**src/design/cblm_pkg.sv**
```systemverilog
// Shared types, codes and constants of the CAN bus load and loss monitor.
package cblm_pkg;

    // Event kinds carried on the input tuser.
    localparam logic [1:0] ACT_FRAME = 2'd0;
    localparam logic [1:0] ACT_REQ   = 2'd1;
    localparam logic [1:0] ACT_RESP  = 2'd2;
    localparam logic [1:0] ACT_TICK  = 2'd3;

    localparam int ACT_W     = 2;
    localparam int PAY_W     = 7;
    localparam int RATE_W    = 24;
    localparam int BITS_W    = 64;
    localparam int CNT_W     = 32;
    localparam int LOAD_W    = 16;
    localparam int LOSS_W    = 14;
    localparam int ADD_W     = 11;
    // Bit counts at or above 2^LOAD_BITS_W always saturate the load figure.
    localparam int LOAD_BITS_W = 27;
    localparam int LOAD_NUM_W  = LOAD_BITS_W + LOSS_W;

    // Shared divider: numerator, divisor and quotient widths.
    localparam int DIV_N_W = CNT_W + LOSS_W;
    localparam int DIV_D_W = CNT_W;
    localparam int DIV_Q_W = 16;

    localparam logic [RATE_W-1:0] BITRATE_RESET       = 24'd500000;
    localparam logic [ADD_W-1:0]  FRAME_OVERHEAD_BITS = 11'd40;
    localparam logic [LOSS_W-1:0] CENTI_SCALE         = 14'd10000;
    localparam logic [LOAD_W-1:0] LOAD_MAX            = 16'hFFFF;

    localparam logic DIV_SEL_LOAD = 1'b0;
    localparam logic DIV_SEL_LOSS = 1'b1;

    typedef struct packed {
        logic accept;
        logic prep;
        logic load_fix;
        logic div_start;
        logic div_sel;
        logic load_take;
        logic loss_mul;
        logic loss_fix;
        logic loss_take;
        logic out_load;
    } t_cmd;

    typedef struct packed {
        logic is_tick;
        logic load_sat;
        logic loss_zero;
        logic div_busy;
        logic div_done;
        logic out_busy;
    } t_stat;

endpackage

```
**src/design/cblm_div.sv**
```systemverilog
// Restoring divider, one quotient bit per cycle, shared by load and loss.
module cblm_div (
    input  logic                         i_clk,
    input  logic                         i_rst_n,
    input  logic                         i_start,
    input  logic [cblm_pkg::DIV_N_W-1:0] i_num,
    input  logic [cblm_pkg::DIV_D_W-1:0] i_den,
    output logic                         o_busy,
    output logic                         o_done,
    output logic [cblm_pkg::DIV_Q_W-1:0] o_quo
);
    localparam int QW    = cblm_pkg::DIV_Q_W;
    localparam int DW    = cblm_pkg::DIV_D_W;
    localparam int NW    = cblm_pkg::DIV_N_W;
    localparam int CNT_W = $clog2(QW + 1);

    logic [DW-1:0]    r_rem;
    logic [QW-1:0]    r_low;
    logic [QW-1:0]    r_quo;
    logic [DW-1:0]    r_den;
    logic [CNT_W-1:0] r_cnt;
    logic             r_busy;
    logic             r_done;

    logic [DW:0] w_trial;
    logic [DW:0] w_diff;
    logic        w_ge;

    assign w_trial = {r_rem, r_low[QW-1]};
    assign w_diff  = w_trial - {1'b0, r_den};
    assign w_ge    = (w_trial >= {1'b0, r_den});

    always_ff @(posedge i_clk) begin
        if (!i_rst_n) begin
            r_busy <= 1'b0;
            r_done <= 1'b0;
            r_cnt  <= '0;
        end else begin
            r_done <= 1'b0;
            if (i_start) begin
                r_busy <= 1'b1;
                r_cnt  <= CNT_W'(QW);
            end else if (r_busy) begin
                r_cnt <= r_cnt - 1'b1;
                if (r_cnt == CNT_W'(1)) begin
                    r_busy <= 1'b0;
                    r_done <= 1'b1;
                end
            end
        end
    end

    // Quotient is known to fit QW bits, so the upper numerator part is below the divisor.
    always_ff @(posedge i_clk) begin
        if (i_start) begin
            r_rem <= DW'(i_num[NW-1:QW]);
            r_low <= i_num[QW-1:0];
            r_den <= i_den;
        end else if (r_busy) begin
            r_rem <= w_ge ? w_diff[DW-1:0] : w_trial[DW-1:0];
            r_low <= {r_low[QW-2:0], 1'b0};
            r_quo <= {r_quo[QW-2:0], w_ge};
        end
    end

    assign o_busy = r_busy;
    assign o_done = r_done;
    assign o_quo  = r_quo;

    a_done_after_busy: assert property (@(posedge i_clk) disable iff (!i_rst_n)
        r_done |-> $past(r_busy))
        else $error("divider done without a preceding busy cycle");

endmodule

```
**src/design/cblm_dp.sv**
```systemverilog
// Datapath: event counters, sliding window, load and loss arithmetic, result register.
module cblm_dp #(
    parameter int WINDOW_SECONDS    = 3,
    parameter int MAX_PAYLOAD_BYTES = 64
) (
    input  logic                          i_clk,
    input  logic                          i_rst_n,
    input  cblm_pkg::t_cmd                i_cmd,
    output cblm_pkg::t_stat               o_stat,
    input  logic [cblm_pkg::ACT_W-1:0]    i_action,
    input  logic [cblm_pkg::PAY_W-1:0]    i_payload,
    input  logic                          i_cfg_wr_en,
    input  logic [cblm_pkg::RATE_W-1:0]   i_cfg_wr_data,
    input  logic                          i_out_ready,
    output logic                          o_out_valid,
    output logic [cblm_pkg::LOAD_W-1:0]   o_load,
    output logic [cblm_pkg::LOSS_W-1:0]   o_loss,
    output logic [cblm_pkg::CNT_W-1:0]    o_sent,
    output logic [cblm_pkg::CNT_W-1:0]    o_recv
);
    localparam int SLOT_W = (WINDOW_SECONDS > 1) ? $clog2(WINDOW_SECONDS) : 1;
    localparam logic [SLOT_W-1:0] SLOT_LAST = SLOT_W'(WINDOW_SECONDS - 1);
    localparam logic [cblm_pkg::PAY_W-1:0] PAY_MAX = cblm_pkg::PAY_W'(MAX_PAYLOAD_BYTES);
    localparam int BW  = cblm_pkg::BITS_W;
    localparam int CW  = cblm_pkg::CNT_W;
    localparam int LBW = cblm_pkg::LOAD_BITS_W;

    logic [cblm_pkg::RATE_W-1:0]     r_bitrate;
    logic [BW-1:0]                   r_bits;
    logic [CW-1:0]                   r_req;
    logic [CW-1:0]                   r_resp;
    logic [CW-1:0]                   r_req_win  [WINDOW_SECONDS];
    logic [CW-1:0]                   r_resp_win [WINDOW_SECONDS];
    logic [SLOT_W-1:0]               r_slot;
    logic [CW-1:0]                   r_sent;
    logic [CW-1:0]                   r_recv;
    logic [cblm_pkg::LOAD_NUM_W-1:0] r_load_num;
    logic                            r_load_sat;
    logic [CW-1:0]                   r_diff;
    logic                            r_loss_zero;
    logic [cblm_pkg::DIV_N_W-1:0]    r_loss_num;
    logic [cblm_pkg::LOAD_W-1:0]     r_load_res;
    logic [cblm_pkg::LOSS_W-1:0]     r_loss_res;
    logic                            r_out_valid;
    logic [cblm_pkg::LOAD_W-1:0]     r_out_load;
    logic [cblm_pkg::LOSS_W-1:0]     r_out_loss;
    logic [CW-1:0]                   r_out_sent;
    logic [CW-1:0]                   r_out_recv;

    logic [cblm_pkg::PAY_W-1:0]      w_pay;
    logic [cblm_pkg::ADD_W-1:0]      w_add;
    logic [BW:0]                     w_bits_sum;
    logic [cblm_pkg::LOAD_NUM_W-1:0] w_load_prod;
    logic [cblm_pkg::DIV_N_W-1:0]    w_div_num;
    logic [cblm_pkg::DIV_D_W-1:0]    w_div_den;
    logic                            w_div_busy;
    logic                            w_div_done;
    logic [cblm_pkg::DIV_Q_W-1:0]    w_div_quo;
    logic                            w_tick_acc;

    assign w_pay       = (i_payload > PAY_MAX) ? PAY_MAX : i_payload;
    assign w_add       = cblm_pkg::FRAME_OVERHEAD_BITS + {1'b0, w_pay, 3'b000};
    assign w_bits_sum  = {1'b0, r_bits} + (BW + 1)'(w_add);
    assign w_load_prod = r_bits[LBW-1:0] * cblm_pkg::CENTI_SCALE;
    assign w_tick_acc  = i_cmd.accept && (i_action == cblm_pkg::ACT_TICK);

    assign w_div_num = (i_cmd.div_sel == cblm_pkg::DIV_SEL_LOSS) ? r_loss_num
                     : cblm_pkg::DIV_N_W'(r_load_num);
    assign w_div_den = (i_cmd.div_sel == cblm_pkg::DIV_SEL_LOSS) ? r_sent
                     : cblm_pkg::DIV_D_W'(r_bitrate);

    cblm_div u_div (
        .i_clk   (i_clk),
        .i_rst_n (i_rst_n),
        .i_start (i_cmd.div_start),
        .i_num   (w_div_num),
        .i_den   (w_div_den),
        .o_busy  (w_div_busy),
        .o_done  (w_div_done),
        .o_quo   (w_div_quo)
    );

    // Counters, window and running window sums.
    always_ff @(posedge i_clk) begin
        if (!i_rst_n) begin
            r_bitrate <= cblm_pkg::BITRATE_RESET;
            r_bits    <= '0;
            r_req     <= '0;
            r_resp    <= '0;
            r_slot    <= '0;
            r_sent    <= '0;
            r_recv    <= '0;
            for (int i = 0; i < WINDOW_SECONDS; i++) begin
                r_req_win[i]  <= '0;
                r_resp_win[i] <= '0;
            end
        end else begin
            if (i_cfg_wr_en) begin
                r_bitrate <= i_cfg_wr_data;
            end
            if (i_cmd.accept) begin
                case (i_action)
                    cblm_pkg::ACT_FRAME: begin
                        r_bits <= w_bits_sum[BW] ? '1 : w_bits_sum[BW-1:0];
                    end
                    cblm_pkg::ACT_REQ: begin
                        r_req <= r_req + 1'b1;
                    end
                    cblm_pkg::ACT_RESP: begin
                        r_resp <= r_resp + 1'b1;
                    end
                    default: begin
                        // Retire the oldest slot from the sums and push this second in.
                        r_req_win[r_slot]  <= r_req;
                        r_resp_win[r_slot] <= r_resp;
                        r_sent <= r_sent - r_req_win[r_slot] + r_req;
                        r_recv <= r_recv - r_resp_win[r_slot] + r_resp;
                        r_slot <= (r_slot == SLOT_LAST) ? '0 : r_slot + 1'b1;
                        r_bits <= '0;
                        r_req  <= '0;
                        r_resp <= '0;
                    end
                endcase
            end
        end
    end

    // Load and loss arithmetic.
    always_ff @(posedge i_clk) begin
        if (w_tick_acc) begin
            r_load_num <= w_load_prod;
            r_load_sat <= (r_bitrate == '0) || (|r_bits[BW-1:LBW]);
        end else if (i_cmd.prep) begin
            // Quotient would not fit 16 bits.
            if (r_load_num >= {1'b0, r_bitrate, 16'b0}) begin
                r_load_sat <= 1'b1;
            end
        end
        if (i_cmd.prep) begin
            r_diff      <= r_sent - r_recv;
            r_loss_zero <= !(r_sent > r_recv);
        end
        if (i_cmd.load_fix) begin
            r_load_res <= cblm_pkg::LOAD_MAX;
        end else if (i_cmd.load_take) begin
            r_load_res <= w_div_quo;
        end
        if (i_cmd.loss_mul) begin
            r_loss_num <= r_diff * cblm_pkg::CENTI_SCALE;
        end
        if (i_cmd.loss_fix) begin
            r_loss_res <= '0;
        end else if (i_cmd.loss_take) begin
            r_loss_res <= w_div_quo[cblm_pkg::LOSS_W-1:0];
        end
    end

    // Result register.
    always_ff @(posedge i_clk) begin
        if (!i_rst_n) begin
            r_out_valid <= 1'b0;
        end else if (i_cmd.out_load) begin
            r_out_valid <= 1'b1;
        end else if (i_out_ready) begin
            r_out_valid <= 1'b0;
        end
    end

    always_ff @(posedge i_clk) begin
        if (i_cmd.out_load) begin
            r_out_load <= r_load_res;
            r_out_loss <= r_loss_res;
            r_out_sent <= r_sent;
            r_out_recv <= r_recv;
        end
    end

    assign o_stat.is_tick   = (i_action == cblm_pkg::ACT_TICK);
    assign o_stat.load_sat  = r_load_sat;
    assign o_stat.loss_zero = r_loss_zero;
    assign o_stat.div_busy  = w_div_busy;
    assign o_stat.div_done  = w_div_done;
    assign o_stat.out_busy  = r_out_valid && !i_out_ready;

    assign o_out_valid = r_out_valid;
    assign o_load      = r_out_load;
    assign o_loss      = r_out_loss;
    assign o_sent      = r_out_sent;
    assign o_recv      = r_out_recv;

    a_loss_bound: assert property (@(posedge i_clk) disable iff (!i_rst_n)
        r_out_valid |-> (r_out_loss <= cblm_pkg::LOSS_W'(10000)))
        else $error("loss result above one hundred percent");

    a_tick_clears: assert property (@(posedge i_clk) disable iff (!i_rst_n)
        w_tick_acc |=> (r_bits == '0 && r_req == '0 && r_resp == '0))
        else $error("per-second counters not cleared after tick");

endmodule

```
**src/design/cblm_ctrl.sv**
```systemverilog
// Controller: sequences a tick through load division, loss division and result hand-off.
module cblm_ctrl (
    input  logic            i_clk,
    input  logic            i_rst_n,
    input  logic            i_in_valid,
    output logic            o_in_ready,
    input  cblm_pkg::t_stat i_stat,
    output cblm_pkg::t_cmd  o_cmd
);
    localparam logic [2:0] S_IDLE  = 3'd0;
    localparam logic [2:0] S_PREP  = 3'd1;
    localparam logic [2:0] S_LOAD  = 3'd2;
    localparam logic [2:0] S_LWAIT = 3'd3;
    localparam logic [2:0] S_LMUL  = 3'd4;
    localparam logic [2:0] S_LOSS  = 3'd5;
    localparam logic [2:0] S_SWAIT = 3'd6;
    localparam logic [2:0] S_OUT   = 3'd7;

    logic [2:0] r_state;
    logic [2:0] n_state;

    always_comb begin
        n_state = r_state;
        o_cmd   = '0;
        unique case (r_state)
            S_IDLE: begin
                o_cmd.accept = i_in_valid;
                if (i_in_valid && i_stat.is_tick) begin
                    n_state = S_PREP;
                end
            end
            S_PREP: begin
                o_cmd.prep = 1'b1;
                n_state    = S_LOAD;
            end
            S_LOAD: begin
                if (i_stat.load_sat) begin
                    o_cmd.load_fix = 1'b1;
                    n_state        = S_LMUL;
                end else begin
                    o_cmd.div_start = 1'b1;
                    o_cmd.div_sel   = cblm_pkg::DIV_SEL_LOAD;
                    n_state         = S_LWAIT;
                end
            end
            S_LWAIT: begin
                o_cmd.div_sel = cblm_pkg::DIV_SEL_LOAD;
                if (i_stat.div_done) begin
                    o_cmd.load_take = 1'b1;
                    n_state         = S_LMUL;
                end
            end
            S_LMUL: begin
                o_cmd.loss_mul = 1'b1;
                n_state        = S_LOSS;
            end
            S_LOSS: begin
                o_cmd.div_sel = cblm_pkg::DIV_SEL_LOSS;
                if (i_stat.loss_zero) begin
                    o_cmd.loss_fix = 1'b1;
                    n_state        = S_OUT;
                end else begin
                    o_cmd.div_start = 1'b1;
                    n_state         = S_SWAIT;
                end
            end
            S_SWAIT: begin
                o_cmd.div_sel = cblm_pkg::DIV_SEL_LOSS;
                if (i_stat.div_done) begin
                    o_cmd.loss_take = 1'b1;
                    n_state         = S_OUT;
                end
            end
            S_OUT: begin
                // Hold until the result register is free or being drained.
                if (!i_stat.out_busy) begin
                    o_cmd.out_load = 1'b1;
                    n_state        = S_IDLE;
                end
            end
            default: begin
                n_state = S_IDLE;
            end
        endcase
    end

    always_ff @(posedge i_clk) begin
        if (!i_rst_n) begin
            r_state <= S_IDLE;
        end else begin
            r_state <= n_state;
        end
    end

    assign o_in_ready = (r_state == S_IDLE);

    a_start_when_free: assert property (@(posedge i_clk) disable iff (!i_rst_n)
        o_cmd.div_start |-> !i_stat.div_busy)
        else $error("divider started while busy");

endmodule

```
**src/design/can_bus_load_and_loss_monitor_top.sv**
```systemverilog
// Top level of the CAN bus load and request loss monitor.
//
//  channel   dir  handshake                      contents
//  s_axis    in   s_axis_tvalid / s_axis_tready  tuser: action; tdata: payload bytes
//  m_axis    out  m_axis_tvalid / m_axis_tready  load, loss, window sums (one per tick)
//  cfg       in   i_cfg_wr_en                    bus bit rate
//
// Frame, request and response events are accepted without leaving the idle state.
// A tick runs up to two 16-step passes of the shared divider (load, then loss; a pass is
// skipped when its result saturates or is zero) plus setup states; the next item waits for it.
// Reset is synchronous, active low; it clears counters and the window.
// A tick whose result finds the output register still full waits for m_axis_tready.
module can_bus_load_and_loss_monitor_top #(
    parameter int WINDOW_SECONDS    = 3,
    parameter int MAX_PAYLOAD_BYTES = 64
) (
    input  logic        i_clk,
    input  logic        i_rst_n,
    input  logic        s_axis_tvalid,
    output logic        s_axis_tready,
    input  logic [7:0]  s_axis_tdata,   // [6:0] payload_bytes, [7] zero
    input  logic [1:0]  s_axis_tuser,   // [1:0] action
    output logic        m_axis_tvalid,
    input  logic        m_axis_tready,
    output logic [95:0] m_axis_tdata,   // [15:0] load_centipercent, [29:16] loss_centipercent,
                                        // [61:30] sent_in_window, [93:62] received_in_window,
                                        // [95:94] zero
    input  logic        i_cfg_wr_en,
    input  logic [23:0] i_cfg_wr_data
);
    cblm_pkg::t_cmd  w_cmd;
    cblm_pkg::t_stat w_stat;

    logic [cblm_pkg::LOAD_W-1:0] w_load;
    logic [cblm_pkg::LOSS_W-1:0] w_loss;
    logic [cblm_pkg::CNT_W-1:0]  w_sent;
    logic [cblm_pkg::CNT_W-1:0]  w_recv;

    cblm_ctrl u_ctrl (
        .i_clk      (i_clk),
        .i_rst_n    (i_rst_n),
        .i_in_valid (s_axis_tvalid),
        .o_in_ready (s_axis_tready),
        .i_stat     (w_stat),
        .o_cmd      (w_cmd)
    );

    cblm_dp #(
        .WINDOW_SECONDS    (WINDOW_SECONDS),
        .MAX_PAYLOAD_BYTES (MAX_PAYLOAD_BYTES)
    ) u_dp (
        .i_clk         (i_clk),
        .i_rst_n       (i_rst_n),
        .i_cmd         (w_cmd),
        .o_stat        (w_stat),
        .i_action      (s_axis_tuser),
        .i_payload     (s_axis_tdata[6:0]),
        .i_cfg_wr_en   (i_cfg_wr_en),
        .i_cfg_wr_data (i_cfg_wr_data),
        .i_out_ready   (m_axis_tready),
        .o_out_valid   (m_axis_tvalid),
        .o_load        (w_load),
        .o_loss        (w_loss),
        .o_sent        (w_sent),
        .o_recv        (w_recv)
    );

    assign m_axis_tdata = {2'b00, w_recv, w_sent, w_loss, w_load};

endmodule

```
**config.mk**
```make
export PLATFORM = sky130hd
export DESIGN_NAME = can_bus_load_and_loss_monitor_top
export DESIGN_NICKNAME = d
export VERILOG_FILES = /design/src/design/cblm_pkg.sv /design/src/design/cblm_div.sv /design/src/design/cblm_dp.sv /design/src/design/cblm_ctrl.sv /design/src/design/can_bus_load_and_loss_monitor_top.sv
export SDC_FILE = /design/constraint.sdc
export NUM_CORES = 2
export LEC_CHECK = 0
export BUFFER_PORTS_ARGS = -buffer_cell sky130_fd_sc_hd__buf_2
export CAP_MARGIN = 20
export CORE_MARGIN = 5
export CORE_UTILIZATION = 40
export CTS_CLUSTER_SIZE = 28
export DETAILED_ROUTE_END_ITERATION = 10
export PLACE_DENSITY = 0.51
export SLEW_MARGIN = 20
export SYNTH_ARGS = -nofsm -noshare
export SYNTH_HDL_FRONTEND = slang
export SYNTH_HIERARCHICAL = 1
export SYNTH_SLANG_ARGS = --single-unit
```
**constraint.sdc**
```tcl
create_clock -name i_clk -period 7.13 [get_ports i_clk]
set_input_delay 1.426 -clock i_clk [delete_from_list [all_inputs] [get_ports i_clk]]
set_output_delay 1.426 -clock i_clk [all_outputs]
set_load 0.02 [all_outputs]
```
==> results.cfg <==
[routing]
drc_errors = 0
postRouteAntennaNets = 0
wl_per_cell_um = 20.20
wl_um = 134900
dr.pass1.iters = 5
vias = 34920
via_per_inst = 5.230
drtIter0Drc = 2264

[floorplan]
initial_core_util_pct = 40.30
fp.dieH_um = 368.7
core-area_mm2 = 0.1277
die_w_um = 368.7
dieArea_mm2 = 0.1359
ioPinCount = 137
placementRows = 131

[place]
port_buffers = 133
dp.cells = 6497
place_ws_ns = 1.318
dp.final_hpwl_um = 99330
gp_congestion = 0.8299

[hold_path]
hold_start = u_dp/r_load_res[14]$_SDFFE_PP1P_
holdPathEnd = u_dp/o_load[14]$_DFFE_PP_
hold_depth = 0
hold_class = reg2reg

[power]
p_leak_nw = 24.44
total_power_mw = 16.89
power_frac_clock_pct = 30.1
p_int_mw = 11.08
p_switching_mw = 5.817
p_seq_share_pct = 33.5
ir_drop_v = 0.0002082
p_per_area_mw_per_mm2 = 294.8
combPwrFrac_pct = 36.5
netSwitchingFraction_pct = 34.44

[layout]
fin_nets = 5589
drive_gt1_share_pct = 10.85
fill_cells = 12000
final_util_pct = 44.87
instances_no_fill = 6677
syn_to_final_growth_pct = 11.34

[clock_tree]
cts_sinks = 816
clk_pin_slew_worst_paths_ns = 0.06
cts_buffer_depth = 3
h-tree-depth = 3
cts_buffers = 94
cts_root_buffer = clkbuf_16
postCtsSetupRepairBufs = 0
clock_latency_ns = 0.71
postCtsResizedCells = 0
cts_tree = done
holdBufCountCts = 0

[global_route]
grt_use_met3_pct = 2.575
grt_pass1_vias = 35520
antenna_found_initial = 6
overflow = 0
grt_pass1_wl_um = 209500
busiest_layer = met2
grt_max_degree = 77
gr-usage-met2_pct = 33.22
grt_util_met1_pct = 27.10
track_usage_pct = 19.79

[setup_path]
critPathLaunchType = flip-flop
critPathCaptureType = flip-flop
ff2ff_setup_slack_ns = 1.32
r2r-end = u_dp/r_load_num[39]$_DFFE_PP_
cp_max_fo = 7
critical_path_required_ns = 7.62
r2r_start = u_dp/r_bits[6]$_SDFFE_PN0P_
path_class = reg2reg
rr_worst_depth = 20
worstPathArrival_ns = 6.31

[job]
maxCapViolCount = 0

[timing]
final.setup.tns_ns = 0
finalMaxSlewViolations = 0
worst_pin_slew_ns = 1.017
slew_headroom_pct = 31.70
layout_worst_path_cycle_share_pct = 81.52
fin_crit_ns = 5.812
hold_viol_final = 0
timing.fmax_mhz = 172.1
timing.final.ws_setup_ns = 1.318
rsz0062_at_grt = no
fin_skew_ns = 0.03450
finalSetupViolCount = 0

[yosys]
syn_area_mm2 = 0.05146
synth_area_per_cell_um2 = 10.68
yosys_warnings = 6
syn_inst = 4818

[status]
status = finished, final reports clean
flip-flops by register name (all words and copies together) (netlist names), 35 cells and up, named ones only:
signal	cells
u_dp/r_load_num	35
u_dp/r_resp_win	128
u_dp/r_loss_num	42
u_dp/r_bits	62
u_dp/r_req_win	128
metal layers:
layer / routed length [um] / vias to the layer above
li1: - / 17110
met1: 62340 / 16990
met2: 63650 / 658
met3: 5765 / 166
met4: 3044 / 6
met5: 101 / -
worst max-delay path, stage by stage, from the launching register on:
cell and delay (ns):
dfxtp_1 0.58, inv_1 0.21, fa_1 0.54, inv_1 0.04
ha_1 0.28, fa_1 0.50, ha_1 0.29, inv_1 0.05
fa_1 0.51, inv_1 0.05, ha_1 0.36, a21o_1 0.22
a21o_1 0.19, o21ai_0 0.25, nand3_1 0.23, o41a_1 0.40
nand3_1 0.12, a21boi_0 0.09, o21a_1 0.21, o21a_1 0.18
o311ai_0 0.31
metrics by stage:
step                hold slack (ns)  area (um2)
finish                       0.4218       57290
global placement             0.4068       54030
detailed placement           0.4077       54030
floorplan                    0.4005       51470
CTS                          0.4249       57260
global route                 0.4304       57290
power by group through the flow:
stage	logic [mW]	registers (mW)	clock network, mW
2_1_floorplan	4.85	5.67	0
3_3_place_gp	6.13	5.76	0
3_5_place_dp	6.15	5.76	0
4_1_cts	6.20	5.66	5.24
5_1_grt	7.01	5.67	5.44
6_report	6.16	5.65	5.08
area by class of cell:
cell class,instances,area (um2),area share [%]
clock inverter,71,783.3,1.367
antenna,1,2.502,0.004368
clock buffer,107,2452,4.280
tap,1662,2079,3.630
sequential,816,21900,38.22
multi-input combinational,3129,26340,45.98
inverter,708,2658,4.638
timing repair buffer,183,1076,1.878
worst max-delay path by stage:
stage	start	endpoint	slack, ns	cells past startpoint
finish	u_dp/r_bits[6]$_SDFFE_PN0P_	u_dp/r_load_num[39]$_DFFE_PP_	1.32	20
floorplan	m_axis_tready	u_dp/o_load[0]$_DFFE_PP_	0.92	3
global route	u_dp/r_bits[11]$_SDFFE_PN0P_	u_dp/r_load_num[40]$_DFFE_PP_	0.98	20
CTS	u_dp/r_bits[6]$_SDFFE_PN0P_	u_dp/r_load_num[39]$_DFFE_PP_	1.31	20
detailed placement	u_dp/r_bits[6]$_SDFFE_PN0P_	u_dp/r_load_num[39]$_DFFE_PP_	1.32	20
global placement	u_dp/r_bits[6]$_SDFFE_PN0P_	u_dp/r_load_num[39]$_DFFE_PP_	1.34	20
placed cells by master (no fill, tap or decap), types with 58 or more instances in the layout:
cell type,n
a21o_1,107
a21oi_1,238
and2_1,199
buf_2,132
clkbuf_16,95
dfxtp_1,257
edfxtp_1,555
fa_1,213
ha_1,405
inv_1,707
mux2_2,58
mux4_2,64
nand2_1,256
nand3_1,101
nor2_1,222
nor2b_1,78
nor4_1,87
o21ai_0,176
xnor2_1,160
xor2_1,66
Note: power is estimated with default switching activity, not from simulation.
